==> config.mk <==
export PLATFORM = sky130hd
export DESIGN_NAME = trimmed_mean_threshold
export DESIGN_NICKNAME = d
export VERILOG_FILES = /design/src/rtl/tmt_pkg.sv /design/src/rtl/tmt_ram.sv /design/src/rtl/tmt_cmpsub.sv /design/src/rtl/trimmed_mean_threshold.sv
export SDC_FILE = /design/constraint.sdc
export NUM_CORES = 1
export LEC_CHECK = 0
export ABC_AREA = 1
export ABC_CLOCK_PERIOD_IN_PS = 7100
export BUFFER_PORTS_ARGS = -buffer_cell sky130_fd_sc_hd__buf_2
export CELL_PAD_IN_SITES_DETAIL_PLACEMENT = 0
export CELL_PAD_IN_SITES_GLOBAL_PLACEMENT = 1
export CORE_MARGIN = 4
export CORE_UTILIZATION = 35
export CTS_CLUSTER_SIZE = 40
export DETAILED_ROUTE_END_ITERATION = 8
export PLACE_DENSITY = 0.61
export RECOVER_POWER = 50
export SYNTH_ARGS = -nofsm -noshare
export SYNTH_HDL_FRONTEND = slang
export SYNTH_HIERARCHICAL = 1
export SYNTH_SLANG_ARGS = --single-unit
==> constraint.sdc <==
create_clock -name i_clk -period 7.1 [get_ports i_clk]
set_input_delay 1.065 -clock i_clk [delete_from_list [all_inputs] [get_ports i_clk]]
set_output_delay 1.065 -clock i_clk [all_outputs]
set_load 0.05 [all_outputs]
==> src/rtl/tmt_pkg.sv <==
// ----------------------------------------------------------------------------
// tmt_pkg
// Shared widths and defaults for the trimmed-mean threshold detector.
// ----------------------------------------------------------------------------
package tmt_pkg;

    localparam int DATA_W      = 12;
    localparam int DEF_SAMPLES = 10;
    localparam int DEF_TRIM    = 2;

    localparam logic [DATA_W-1:0] THR_RESET = 12'd2400;

endpackage

==> src/rtl/tmt_ram.sv <==
// ----------------------------------------------------------------------------
// tmt_ram
// Generic single-write, single-read RAM with registered read data.
// ----------------------------------------------------------------------------
module tmt_ram #(
    parameter int WIDTH = 12,
    parameter int DEPTH = 16
) (
    input  logic                     i_clk,
    input  logic                     i_we,
    input  logic [$clog2(DEPTH)-1:0] i_waddr,
    input  logic [WIDTH-1:0]         i_wdata,
    input  logic                     i_re,
    input  logic [$clog2(DEPTH)-1:0] i_raddr,
    output logic [WIDTH-1:0]         o_rdata
);

    logic [WIDTH-1:0] r_mem [DEPTH];
    logic [WIDTH-1:0] r_rdata;

    always_ff @(posedge i_clk) begin
        if (i_we) begin
            r_mem[i_waddr] <= i_wdata;
        end
        if (i_re) begin
            r_rdata <= r_mem[i_raddr];
        end
    end

    assign o_rdata = r_rdata;

endmodule

==> src/rtl/tmt_cmpsub.sv <==
// ----------------------------------------------------------------------------
// tmt_cmpsub
// Shared magnitude compare unit: the a >= b flag.
// ----------------------------------------------------------------------------
module tmt_cmpsub #(
    parameter int W = 18
) (
    input  logic [W-1:0] i_a,
    input  logic [W-1:0] i_b,
    output logic         o_ge
);

    assign o_ge = (i_a >= i_b);

endmodule

==> src/rtl/trimmed_mean_threshold.sv <==
// A sample holds stall high from when it is taken: a read and a compare step for each
//   stored entry it is tested against (it moves past at most SAMPLES-1 of them), the
//   last compare or a read step at the bottom entry writing it in. The sample that closes
//   a batch then adds a read and an accumulate step for each kept entry, a divide step
//   and a threshold step, held while a word waits. The single RAM port pair and the
//   shared compare unit allow one sample per insertion. Stall is high while busy.
// Reset (synchronous, active low): fill count 0, threshold 2400, no result.
// ----------------------------------------------------------------------------
// trimmed_mean_threshold
// Batches samples in a sorted store, then emits the trimmed mean and alarm.
// ----------------------------------------------------------------------------
module trimmed_mean_threshold
    import tmt_pkg::*;
#(
    parameter int SAMPLES = DEF_SAMPLES,
    parameter int TRIM    = DEF_TRIM
) (
    input  logic              i_clk,
    input  logic              i_rst_n,
    input  logic              i_valid,
    output logic              o_stall,
    input  logic [DATA_W-1:0] i_sample,
    output logic              o_valid,
    input  logic              i_stall,
    output logic [DATA_W-1:0] o_mean,
    output logic              o_above,
    input  logic              i_cfg_valid,
    output logic              o_cfg_ready,
    input  logic [DATA_W-1:0] i_cfg_data
);

    localparam int EFF_TRIM = (TRIM > (SAMPLES - 1) / 2) ? (SAMPLES - 1) / 2 : TRIM;
    localparam int KEPT     = SAMPLES - 2 * EFF_TRIM;
    localparam int IW       = $clog2(SAMPLES);
    localparam int SUM_W    = $clog2(SAMPLES * ((1 << DATA_W) - 1) + 1);
    localparam int DIV_SH   = SUM_W + $clog2(KEPT);
    localparam int RCP_W    = DIV_SH + 1;
    localparam int PROD_W   = SUM_W + RCP_W;

    localparam logic [IW-1:0]     LAST_CNT = IW'(SAMPLES - 1);
    localparam logic [IW-1:0]     FIRST_K  = IW'(EFF_TRIM);
    localparam logic [IW-1:0]     LAST_K   = IW'(SAMPLES - 1 - EFF_TRIM);
    localparam logic [SUM_W-1:0]  DIVISOR  = SUM_W'(KEPT);
    localparam logic [RCP_W-1:0]  RECIP    = RCP_W'(((1 << DIV_SH) + KEPT - 1) / KEPT);

    typedef enum logic [6:0] {
        S_IDLE    = 7'b0000001,
        S_INS_RD  = 7'b0000010,
        S_INS_CMP = 7'b0000100,
        S_SUM_RD  = 7'b0001000,
        S_SUM_ACC = 7'b0010000,
        S_DIV     = 7'b0100000,
        S_THR     = 7'b1000000
    } t_state;

    t_state              r_state, n_state;
    logic [IW-1:0]       r_count, n_count;
    logic [IW-1:0]       r_hole, n_hole;
    logic [IW-1:0]       r_addr, n_addr;
    logic [DATA_W-1:0]   r_val, n_val;
    logic [SUM_W-1:0]    r_sum, n_sum;
    logic [SUM_W-1:0]    r_rem, n_rem;
    logic [DATA_W-1:0]   r_quo, n_quo;
    logic [DATA_W-1:0]   r_thr, n_thr;
    logic                r_out_valid, n_out_valid;
    logic [DATA_W-1:0]   r_out_mean, n_out_mean;
    logic                r_out_above, n_out_above;

    logic                ins_done;
    logic                mem_we, mem_re;
    logic [IW-1:0]       mem_waddr, mem_raddr;
    logic [DATA_W-1:0]   mem_wdata, mem_rdata;
    logic [SUM_W-1:0]    alu_a, alu_b;
    logic                alu_ge;
    logic [SUM_W-1:0]    sum_next;
    logic [PROD_W-1:0]   div_prod;

    tmt_ram #(
        .WIDTH (DATA_W),
        .DEPTH (SAMPLES)
    ) u_store (
        .i_clk   (i_clk),
        .i_we    (mem_we),
        .i_waddr (mem_waddr),
        .i_wdata (mem_wdata),
        .i_re    (mem_re),
        .i_raddr (mem_raddr),
        .o_rdata (mem_rdata)
    );

    tmt_cmpsub #(
        .W (SUM_W)
    ) u_alu (
        .i_a    (alu_a),
        .i_b    (alu_b),
        .o_ge   (alu_ge)
    );

    assign sum_next    = r_sum + SUM_W'(mem_rdata);
    assign div_prod    = PROD_W'(r_rem) * PROD_W'(RECIP);
    assign o_stall     = (r_state != S_IDLE);
    assign o_cfg_ready = 1'b1;
    assign o_valid     = r_out_valid;
    assign o_mean      = r_out_mean;
    assign o_above     = r_out_above;

    always_comb begin
        n_state     = r_state;
        n_count     = r_count;
        n_hole      = r_hole;
        n_addr      = r_addr;
        n_val       = r_val;
        n_sum       = r_sum;
        n_rem       = r_rem;
        n_quo       = r_quo;
        n_thr       = r_thr;
        n_out_valid = r_out_valid;
        n_out_mean  = r_out_mean;
        n_out_above = r_out_above;
        ins_done    = 1'b0;
        mem_we      = 1'b0;
        mem_waddr   = r_hole;
        mem_wdata   = r_val;
        mem_re      = 1'b0;
        mem_raddr   = r_hole - IW'(1);
        alu_a       = '0;
        alu_b       = '0;

        if (i_cfg_valid) begin
            n_thr = i_cfg_data;
        end

        // drop the result word once taken
        if (r_out_valid && !i_stall) begin
            n_out_valid = 1'b0;
        end

        unique case (r_state)
            S_IDLE: begin
                if (i_valid) begin
                    n_val   = i_sample;
                    n_hole  = r_count;
                    n_state = S_INS_RD;
                end
            end
            S_INS_RD: begin
                if (r_hole == '0) begin
                    mem_we   = 1'b1;
                    ins_done = 1'b1;
                end else begin
                    mem_re  = 1'b1;
                    n_state = S_INS_CMP;
                end
            end
            S_INS_CMP: begin
                // new value >= stored entry: it lands in the hole
                alu_a  = SUM_W'(r_val);
                alu_b  = SUM_W'(mem_rdata);
                mem_we = 1'b1;
                if (alu_ge) begin
                    ins_done = 1'b1;
                end else begin
                    mem_wdata = mem_rdata;
                    n_hole    = r_hole - IW'(1);
                    n_state   = S_INS_RD;
                end
            end
            S_SUM_RD: begin
                mem_re    = 1'b1;
                mem_raddr = r_addr;
                n_state   = S_SUM_ACC;
            end
            S_SUM_ACC: begin
                n_sum = sum_next;
                if (r_addr == LAST_K) begin
                    n_rem   = sum_next;
                    n_quo   = '0;
                    n_state = S_DIV;
                end else begin
                    n_addr  = r_addr + IW'(1);
                    n_state = S_SUM_RD;
                end
            end
            S_DIV: begin
                // scale by the rounded-up reciprocal of the kept count, keep the integer part
                n_quo   = div_prod[DIV_SH +: DATA_W];
                n_state = S_THR;
            end
            S_THR: begin
                // mean > threshold  <=>  not (threshold >= mean)
                alu_a = SUM_W'(r_thr);
                alu_b = SUM_W'(r_quo);
                if (!r_out_valid || !i_stall) begin
                    n_out_valid = 1'b1;
                    n_out_mean  = r_quo;
                    n_out_above = ~alu_ge;
                    n_state     = S_IDLE;
                end
            end
            default: begin
                n_state = S_IDLE;
            end
        endcase

        if (ins_done) begin
            if (r_count == LAST_CNT) begin
                n_count = '0;
                n_addr  = FIRST_K;
                n_sum   = '0;
                n_state = S_SUM_RD;
            end else begin
                n_count = r_count + IW'(1);
                n_state = S_IDLE;
            end
        end
    end

    always_ff @(posedge i_clk) begin
        if (!i_rst_n) begin
            r_state     <= S_IDLE;
            r_count     <= '0;
            r_thr       <= THR_RESET;
            r_out_valid <= 1'b0;
        end else begin
            r_state     <= n_state;
            r_count     <= n_count;
            r_thr       <= n_thr;
            r_out_valid <= n_out_valid;
        end
    end

    always_ff @(posedge i_clk) begin
        r_hole      <= n_hole;
        r_addr      <= n_addr;
        r_val       <= n_val;
        r_sum       <= n_sum;
        r_rem       <= n_rem;
        r_quo       <= n_quo;
        r_out_mean  <= n_out_mean;
        r_out_above <= n_out_above;
    end

    a_count_range: assert property (@(posedge i_clk) disable iff (!i_rst_n)
        r_count <= LAST_CNT)
        else $error("fill count beyond batch size");

    a_accept_starts_insert: assert property (@(posedge i_clk) disable iff (!i_rst_n)
        (i_valid && !o_stall) |=> (r_state == S_INS_RD))
        else $error("accepted word did not start an insertion");

    a_result_from_thr: assert property (@(posedge i_clk) disable iff (!i_rst_n)
        $rose(r_out_valid) |-> $past(r_state == S_THR))
        else $error("result word loaded outside the threshold step");

    a_div_exact: assert property (@(posedge i_clk) disable iff (!i_rst_n)
        (r_state == S_THR) |-> ((SUM_W'(r_quo) * DIVISOR <= r_rem) &&
                                (r_rem - SUM_W'(r_quo) * DIVISOR < DIVISOR)))
        else $error("quotient is not the truncated mean");

    a_div_one_cycle: assert property (@(posedge i_clk) disable iff (!i_rst_n)
        (r_state == S_DIV) |=> (r_state == S_THR))
        else $error("divide step did not advance to the threshold step");

endmodule
Word-level counts from Yosys, hierarchy flattened
Memory sizes are Yosys's and may differ from the RTL's. A register that Yosys moved wholly into a read port is not among the register bits.
Cells that the tools add are included.
Widths: inputs -> output; s select.

word-level totals
  register bits = 101
  memory bits (writable) = 120
  bits of input ports = 29
  output and inout bits = 16
  memories = 1

cells by class
  add/sub/neg operators = 4
  multiply operators = 1
  magnitude comparators = 1
  equal/unequal tests = 17
  multiplexer cells = 37
  bitwise logic cells = 1
  reduce and logical (&&, ||, !) cells = 13

memories
  name           words  bits a word  rd ports  clocked after memory_dff  write ports  line           RTL
  u_store.r_mem  10     12           1         1                         1            tmt_ram.sv:18  logic [WIDTH-1:0] r_mem [DEPTH];

operators by type and width
  kind                    count
  $pmux 12 s2             3
  $pmux 7 s7              1
  $mux 16                 3
  $mux 12                 3
  $mux 4                  9
  $mux 7                  5
  $mul 16x16->30 const B  1
  $add 16x12->16          1
  $ge 12x12->1            1
  $ne 3x3->1 const B      4
  $add 4x1->4 const B     2
  $mux 1                  8
  $pmux 4 s2              1
  $reduce_and 2->1        4
  $eq 7x1->1 const B      1
  $eq 7x2->1 const B      1
  $eq 7x3->1 const B      1
  $eq 7x4->1 const B      1
  $eq 7x5->1 const B      1
  $eq 7x6->1 const B      1
  $eq 7x7->1 const B      1
  $ne 7x1->1 const B      1
  $mux 6                  1
  $ne 2x2->1 const B      3
  other kinds (12)        16

Depth between registers and ports, before layout
  depth after elaboration = 7
  depth in mapped cells = 27
  depth with buffers taken out = 25

Hierarchy
The synthesis kept the hierarchy.

modules (own cells, without submodules)
  module                  instances  cells each  area each (um^2)  seq. area each (um^2)
  trimmed_mean_threshold  1          1,244       9,890.7           2,592.5
  tmt_ram                 1          491         5,505.3           3,963.8
  tmt_cmpsub              1          69          417.9             0.0

Least setup slack after synthesis
No wires, ideal clock.

  kind = register to register
  from = reg r_rem[1]
  to = reg r_quo[9], data pin
  library setup time = 0.255 ns
  arrival = 4.406 ns
  data required time = 6.845 ns
  path slack = 2.440 ns
  cell stages (with the launch flop) = 21
  cells stage by stage = edfxtp_1 > ha_1 > xor2_1 > ha_1 > a21oi_1 > fa_1 > inv_1 > fa_1 > fa_1 > inv_1 > fa_1 > inv_1 > ha_1 > nand2_1 > nor2_1 > and3_1 > nand2_1 > nor2_1 > nand2_1 > a21oi_1 > nor2_1

on the way
  cells in the longest elaborated chain, start to end = 2

ends and longest elaborated chain
  what                    line                           RTL
  start, declared         trimmed_mean_threshold.sv:62   logic [SUM_W-1:0] r_rem, n_rem;
  start signal, assigned  trimmed_mean_threshold.sv:237  r_rem <= n_rem;
  $mul 16x16->30          trimmed_mean_threshold.sv:100  assign div_prod = PROD_W'(r_rem) * PROD_W'(RECIP);
  $pmux 12 s2             trimmed_mean_threshold.sv:138  unique case (r_state)
  end signal, assigned    trimmed_mean_threshold.sv:238  r_quo <= n_quo;
  end, declared           trimmed_mean_threshold.sv:63   logic [DATA_W-1:0] r_quo, n_quo;

Every way passes these cells.
A chain may end at the register's enable or synchronous reset.

Final worst setup path
  from = reg r_rem[4]
  to = reg r_quo[4], data pin

The elaborated chain is that of the path after synthesis.

==> summary.md <==
| Metric | Value |
|---|---|
| Status | `finished with violations` |
| Violated checks | `capacitance limit, slew limit` |
| Hold path start | `r_thr[11]` |
| Wire per inst | `17.4 um` |
| Post-DP HPWL | `31900 um` |
| Hold Vio Cnt, Final | `0` |
| Layout cells sized above 1 | `0.0564` |
| Crit end category | `register` |
| Cell Area, Synth | `about 0.016 mm2` |
| Multi-input logic area | `around 0.0076 mm2` |
| VDD IR-drop max | `about 0.28 mV` |
| DIE HEIGHT | `roughly 220 um` |
| Number of global-route vias before repair | `~12000` |
| Final std cells w/o fill | `between 2000 and 2500` |
| Part of the cycle the worst path needs | `0.736` |
| Fillers | `between 4000 and 5000` |
| Yosys top cell area share | `0.359` |
| Num CTS Buffers | `27` |
| H-tree depth | `1` |
| CTS sink cnt | `233` |
| Starting Density | `0.356` |
| Fraction of registers with async set/reset | `0` |
| EDFF count, synth | `189` |
| Area Overhead vs Synth | `11.1%` |
| Slew Limit Fails | `78` |
| R2R Path Start | `r_rem[4]` |
| Crit start category | `register` |
| GRT overflow | `0` |
| Total number of vias | `between 10000 and 15000` |
| Post-CTS Hold Fix Bufs | `0` |
| Final Setup Violations | `0` |
| GRT Resource Usage Total | `0.180` |
| Worst EP arrival | `about 5600 ps` |
| Post-Route WL | `roughly 43000 um` |
| Core area | `between 0.04 and 0.05 mm2` |
| # DRC | `0` |
| Synth Register Bits | `around 230` |
| I/O pin total | `45` |
| RSZ-0062 raised after global routing | `false` |
| Worst skew pair latency | `around 560 ps` |
| # diodes | `0` |
| Setup Buffers After CTS | `0` |
| Post-Route Setup TNS | `0 ps` |
| Synth Flop Type | `edfxtp_1` |
| Row cnt | `77` |
| Worst Max-Slew Pin Slew | `1740 ps` |
| DRT antenna net count | `0` |
| Critical Path Start | `r_rem[4]` |
| Crit Path Category | `reg -> reg` |
| Most common cell in the netlist | `nand2_1` |
| Die area | `approximately 0.049 mm2` |
| Synth top cells by count | `nand2_1, inv_1, edfxtp_1` |
| Post-synthesis sequential area ratio | `0.415` |
| Initial antenna violation count | `0` |
| IO buf count | `43` |
| Worst EP required | `about 7400 ps` |
| DRT iter0 DRCs | `674` |
| Netlist cell types | `38` |
| Worst Path Max Fanout | `6` |
| CTS root buffer | `clkbuf_16` |
| CTS Buffer Depth | `3` |
| Worst relative slew slack | `-0.163` |
| RD Place Congestion | `just under 0.9` |
| Largest area contributor in the netlist | `edfxtp_1` |
| Max Clk Rate | `around 190 MHz` |
| Placed insts | `about 2400` |
| Main area contributors after synthesis | `edfxtp_1, ha_1, fa_1, nand2_1, inv_1` |
| First-pass GRT wire length | `66800 um` |
| Power Dens Cells | `287 mW/mm2` |
| Largest net degree at the start of global routing | `just over 60` |
| Leakage | `roughly 8.3 nW` |
| Reg area | `~0.0066 mm2` |
| Period minus WS final | `roughly 5200 ps` |
| Cells after Synth | `around 1800` |
| HP Class | `reg -> reg` |
| Number of nets in the layout | `2115` |
| 1st-pass router iterations | `6` |
| Die W | `221 um` |
| Clock Skew | `21.3 ps` |
| Post-CTS resize count | `0` |
| Yosys warns | `6` |
| CTS clock-pin slew for the worst setup and hold paths | `60 ps` |
| Vias/cell | `about 4.7` |
| Max-cap violations | `7` |
| CTS tree | `yes` |
| Post-synthesis average cell area | `just under 9 um2` |
layer usage:
layer,routed length [um],track usage,vias to the layer above
met4,1110,0.0472,0
met1,18900,0.234,5612
li1,-,-,5845
met2,21500,0.323,185
met3,1430,0.0174,53
met5,0,0,-
power breakdown:
group / internal [mW] / total [mW] / switching [mW]
logic: 0.516 / 1.74 / 1.23
clock network: 0.863 / 1.47 / 0.605
registers: 1.72 / 1.82 / 0.108
total: 3.09 / 5.04 / 1.94
cells by family (layout without fill, tap and decap cells):
family / count (synthesis) / count (layout) / synth area share
AO/OA/AOI/OAI: 175 / 175 / 0.0609
XOR/XNOR: 21 / 21 / 0.0116
adder cells (fa/ha/maj): 229 / 229 / 0.218
buffers and inverters: 426 / 493 / 0.108
flip-flops: 233 / 233 / 0.415
other: 2 / 9 / 0.000475
AND/OR/NAND/NOR: 718 / 718 / 0.187
path summary, 6_finish.rpt:
| kind | endpoint | cells after the start | slack [ps] |
|---|---|---|---|
| max | r_quo[4] | 21 | 1870 |
| min | r_thr[11] | 2 | 470 |
| max reg2reg | r_quo[4] | 21 | 1870 |
| min reg2reg | r_thr[11] | 2 | 470 |
final cells by class:
class | instances | share of cell area
clock buffer | 28 | 0.0393
multi-input combinational | 1152 | 0.432
timing repair buffer | 57 | 0.0161
clock inverter | 22 | 0.0140
sequential | 233 | 0.373
tap | 592 | 0.0422
inverter | 386 | 0.0828
flip-flops by register name (all words and copies together) (netlist names):
register         count
u_store/r_mem      120
r_rem               16
r_sum               16
o_mean              12
r_quo               12
r_thr               12
r_val               12
u_store/o_rdata     12
r_state              7
mem_waddr            4
r_addr               4
r_count              4
o_above              1
o_valid              1
placed cells by master (no fill, tap or decap), types with 2 or more instances in the layout:
| master | synthesis | routed |
|---|---|---|
| nor2_2 | 2 | 4 |
| o21ai_2 | 0 | 2 |
| o21bai_1 | 4 | 4 |
| inv_6 | 1 | 7 |
| dfxtp_1 | 44 | 44 |
| inv_2 | 8 | 6 |
| bufinv_16 | 0 | 4 |
| nor3_1 | 10 | 11 |
| buf_2 | 11 | 25 |
| clkinvlp_4 | 0 | 4 |
| fa_1 | 77 | 77 |
| buf_4 | 7 | 10 |
| a21oi_1 | 65 | 65 |
| clkbuf_16 | 0 | 27 |
| ha_1 | 152 | 152 |
| xnor2_1 | 5 | 5 |
| a32o_1 | 11 | 11 |
| clkbuf_1 | 12 | 22 |
| conb_1 | 2 | 9 |
| a21boi_0 | 3 | 3 |
| or2_0 | 1 | 2 |
| xor2_1 | 16 | 16 |
| nand3_1 | 126 | 126 |
| edfxtp_1 | 189 | 189 |
| or2_2 | 5 | 4 |
| o21ai_0 | 86 | 83 |
| inv_1 | 377 | 379 |
| nor2_1 | 149 | 147 |
| a21o_1 | 4 | 4 |
| and3_1 | 3 | 3 |
| nand2_1 | 406 | 406 |
| clkinv_2 | 0 | 7 |
| nand4_1 | 9 | 9 |
per-stage QoR:
stage / instance area, um2 / utilization / power [mW] / hold WS [ps] / setup slack (ps)
2_1_floorplan: 15800 / - / 3.10 / 427 / 2440
3_3_place_gp: 16700 / 0.376 / 3.61 / 443 / 1890
3_5_place_dp: 16700 / 0.376 / 3.62 / 451 / 1930
4_1_cts: 17600 / 0.397 / 5.12 / 475 / 1910
5_1_grt: 17600 / 0.395 / 5.40 / 486 / 1450
6_report: 17600 / 0.395 / 5.04 / 469 / 1870
critical path, cell delays in order, from the launching register on:
cell and delay (ps):
edfxtp_1 570, ha_1 430, xor2_1 290, ha_1 210
nor2_1 60, fa_1 540, inv_1 50, fa_1 450
fa_1 500, inv_1 50, fa_1 470, inv_1 40
ha_1 350, nand2_1 110, nor2_1 240, nand2_1 120
nor2_1 100, nand3_1 140, nand3_1 130, nand2_1 60
inv_1 60, nor2_1 40
Power figures use the tool's default switching activity.
